--- config.mk ---
export PLATFORM = sky130hd
export DESIGN_NAME = bhm_ctrl
export DESIGN_NICKNAME = d
export VERILOG_FILES = /design/src/rtl/bhm_pkg.sv /design/src/rtl/bhm_ctrl.sv
export SDC_FILE = /design/constraint.sdc
export NUM_CORES = 1
export LEC_CHECK = 0
export BUFFER_PORTS_ARGS = -buffer_cell sky130_fd_sc_hd__buf_4
export CAP_MARGIN = 15
export CORE_AREA = 2 2 39 41
export CTS_BUF_LIST = sky130_fd_sc_hd__clkbuf_4
export CTS_CLUSTER_DIAMETER = 150
export DETAILED_ROUTE_END_ITERATION = 8
export DIE_AREA = 0 0 41 43
export HOLD_SLACK_MARGIN = 0.1
export PLACE_DENSITY = 0.3
export SYNTH_ARGS = -nofsm -noshare
export SYNTH_HDL_FRONTEND = slang
export SYNTH_SLANG_ARGS = --single-unit
--- constraint.sdc ---
create_clock -name aclk -period 1.1 [get_ports aclk]
set_clock_uncertainty 0.15 [all_clocks]
set_input_delay 0.22 -clock aclk [delete_from_list [all_inputs] [get_ports aclk]]
set_output_delay 0.22 -clock aclk [all_outputs]
set_load 0.005 [all_outputs]
--- src/rtl/bhm_pkg.sv ---
`default_nettype none

package bhm_pkg;

    // Fixed field widths of the two channels
    localparam int OPCODE_W = 2;
    localparam int VALUE_W  = 31;
    localparam int RVAL_W   = 32;
    localparam int STATUS_W = 2;

    // Operation codes
    localparam logic [OPCODE_W-1:0] OP_PUT    = 2'd0;
    localparam logic [OPCODE_W-1:0] OP_GET    = 2'd1;
    localparam logic [OPCODE_W-1:0] OP_REMOVE = 2'd2;

    // Result status codes
    localparam logic [STATUS_W-1:0] STATUS_OK        = 2'd0;
    localparam logic [STATUS_W-1:0] STATUS_NOT_FOUND = 2'd1;
    localparam logic [STATUS_W-1:0] STATUS_FULL      = 2'd2;

    // Read value returned for every result but that of a GET that found its key
    localparam logic [RVAL_W-1:0] NOT_A_VALUE = {RVAL_W{1'b1}};

    // Commands from the controller to the datapath
    typedef struct packed {
        logic clear_step;  // clear one row of valid bits
        logic capture;     // input transfer: register the item, read its bucket row
        logic commit;      // write the row back and load the output register
    } bhm_cmd_t;

    // Status from the datapath to the controller
    typedef struct packed {
        logic clear_last;  // the clearing pass is on its last row
        logic out_full;    // the output register holds a result not yet taken
    } bhm_stat_t;

endpackage

`default_nettype wire

--- src/rtl/bhm_ctrl.sv ---
`default_nettype none

module bhm_ctrl (
    input  wire logic              aclk,
    input  wire logic              aresetn,
    input  wire logic              s_valid,
    output logic                   s_ready,
    input  wire logic              m_ready,
    input  wire bhm_pkg::bhm_stat_t stat,
    output bhm_pkg::bhm_cmd_t      cmd
);
    import bhm_pkg::*;

    localparam logic [1:0] ST_CLEAR = 2'd0;
    localparam logic [1:0] ST_IDLE  = 2'd1;
    localparam logic [1:0] ST_EXEC  = 2'd2;

    logic [1:0] state_reg;
    logic [1:0] state_next;

    // State register
    always_ff @(posedge aclk) begin
        if (!aresetn) begin
            state_reg <= ST_CLEAR;
        end else begin
            state_reg <= state_next;
        end
    end

    // Next state and commands
    always_comb begin
        state_next     = state_reg;
        cmd.clear_step = 1'b0;
        cmd.capture    = 1'b0;
        cmd.commit     = 1'b0;
        s_ready        = 1'b0;
        case (state_reg)
            ST_CLEAR: begin
                cmd.clear_step = 1'b1;
                if (stat.clear_last) begin
                    state_next = ST_IDLE;
                end
            end
            ST_IDLE: begin
                s_ready = 1'b1;
                if (s_valid) begin
                    cmd.capture = 1'b1;
                    state_next  = ST_EXEC;
                end
            end
            ST_EXEC: begin
                // The result may only be loaded once the output register is free.
                if (!stat.out_full || m_ready) begin
                    cmd.commit = 1'b1;
                    state_next = ST_IDLE;
                end
            end
            default: begin
                state_next = ST_CLEAR;
            end
        endcase
    end

endmodule

`default_nettype wire

==> results by group <==
Route
  • Routed vias/inst: 3.36
  • DRC viols: 0
  • Total number of vias: 158
  • DRT Pass-1 Iters: 1
  • Post-Route WL: 386 um
  • Routed length per placed instance: 8.21 um
  • Final ANT Viol Nets: 0
  • Iteration-0 DRC Markers: 0

Clock network
  • Clk_lat worst skew: 0.22 ns
  • Clock-pin slew on the worst setup and hold paths: 0.03 ns
  • Num CTS Buffers: 3
  • CTS root buf: clkbuf_4
  • CTS tree: yes
  • CTS max path bufs: 2
  • Clk sinks: 2
  • CTS H-tree depth: 1

Timing
  • Worst slew pin tran: 0.178 ns
  • Final setup margin: -0.219 ns
  • Final Slew Violations: 0
  • Setup-failing EPs final: 5
  • Final period util: 120%
  • F_max: 0.758 GHz
  • Hold Violations, Final: 0
  • Rel. slew slack: 88.1%
  • RSZ-0062 raised after global routing: yes
  • Min Tclk post-route: 1.32 ns

Pwr
  • VDD IR max: 356 uV
  • Power per cell area: 1040 nW/um^2
  • LEAKAGE: 0.155 nW

Final layout
  • Multi-input gate area in the final layout: 106 um^2
  • Antenna cells: 0
  • Fill cell count: 161
  • Total Nets Final: 39
  • Final cell count without fillers: 47
  • Register Area: 47.5 um^2
  • Layout cells sized above 1: 80.6%
  • Number of flip-flops in the largest register: 2
  • P&R area growth vs syn: 169%
  • Most frequent cells in the layout: buf_4 (9), buf_6 (5), clkbuf_4 (3)
  • Fin area: 330 um^2
  • Most common cell after layout, fill and taps aside: buf_4

Floorplanning
  • Die Wd: 41 um
  • Die extent in y: 43 um
  • Ports: 10
  • Initial Util: 8.86%
  • Cell Rows: 14
  • Core area: 1380 um^2
  • Die area: 1760 um^2

Yosys
  • Distinct cells, synth: 11
  • Post-Syn Instances: 13
  • Seq cells post-synth: 2
  • Yosys warns: 0
  • Avg Inst Size Synth: 9.43 um^2
  • Register area share after synthesis: 32.7%
  • Syn nets: 19
  • Post-Syn Area: 123 um^2

Hold path
  • Hold WC Path Type: in2reg

Critical path
  • Setup crit start kind: register
  • Critical path class: reg2out
  • Worst path max stage delay: 0.36 ns
  • Bufs and invs on worst path: 1
  • CP max stage cell: dfxtp_4
  • Critical path required time: 0.73 ns
  • CP Capture Type: output pin
  • Crit Path Max Fanout: 5
  • CP Cell Sequence: nor2b_4 -> and2_4 -> buf_6
  • CP arrival: 0.95 ns
  • Delay-heaviest family, CP: flip-flops

Run status
  • Status: finished with violations
  • Failing checks: setup timing

Placed design
  • Dpl cells: 41
  • DP Area: 233 um^2
  • Placer Congestion: 0.527
  • Port buffer count: 9

GRT
  • Number of global-route vias before repair: 164
  • Initial antenna violation count: 0
  • Gr usage total: 5.61%
  • Largest net degree at the start of global routing: 6
  • First-pass GRT wire length: 621 um
  • Total gr overflow: 0

Flow run
  • Max-Cap Viols: 0
==> per-layer routing <==
layer,vias to the layer above,track usage [%],wire [um]
met5,-,0,0
met4,0,6.00,0
met3,0,1.57,40
met2,8,6.56,180
met1,70,7.32,165
li1,80,-,-
==> what timing repair did <==
item                                    CTS  global route
pin swaps                                 3             4
buffers inserted                          2             1
hold buffers                              1             0
resized for setup                         8             6
endpoints found under the hold margin     2             0
endpoints found under the setup margin    5             6
==> synth_stat cells, drive strengths merged <==
cell	count	area share [%]
a21oi	1	4.1
and2	1	7.1
and3b	1	7.1
dfxtp	2	33
nand2b	1	5.1
nor2	1	3.1
nor2b	2	12
nor3b	1	10
o21a	2	12
or2b	1	6.1
==> through the flow <==
step                      total power [mW]  TNS [ns]  hold slack [ns]  utilization, %  setup WS [ns]
after floorplan                      0.109         0            0.187               -         0.0332
after global placement               0.153    -0.130            0.284            16.8        -0.0675
after detailed placement             0.155    -0.160            0.289            16.8        -0.0745
after CTS                            0.342    -0.846            0.272            22.1         -0.230
after global routing                 0.365    -0.983            0.269            23.9         -0.254
final                                0.342    -0.804            0.254            23.9         -0.219
==> worst reg2reg max path, cell delays in order (launching register included) <==
cell     delay (ns)
dfxtp_4        0.35
nor2b_4        0.13
and2_4         0.15
buf_4          0.12
o21a_1         0.17
==> worst paths after layout <==
path / startpoint / to / slack (ns) / cells past startpoint
worst min-delay path: stat[1] / state_reg[0]$_SDFFE_PN0P_ / 0.25 / 4
worst max-delay path: state_reg[0]$_SDFFE_PN0P_ / cmd[1] / -0.22 / 3
worst min register to register: state_reg[1]$_SDFFE_PN0P_ / state_reg[1]$_SDFFE_PN0P_ / 0.51 / 2
worst max register to register: state_reg[0]$_SDFFE_PN0P_ / state_reg[1]$_SDFFE_PN0P_ / -0.08 / 4
==> report_power, final <==
part	switching, mW	internal, mW	total, mW
clock	0.0358	0.120	0.156
sequential	0.00736	0.0770	0.0843
combinational	0.0293	0.0727	0.102
==> cell type report <==
type	count	area share [%]
timing repair buffer	15	40.5
multi-input combinational	11	32.2
sequential	2	14.4
clock buffer	3	6.82
tap	16	6.06
==> cell families (layout without fill, tap and decap cells) <==
family          after synthesis  count (layout)  share of synthesized area (%)
flops                         2               2                           32.7
simple gates                  8               8                           51.0
buf+inv                       0              18                              0
compound gates                3               3                           16.3
No activity file was read; power rests on OpenSTA's default activity.
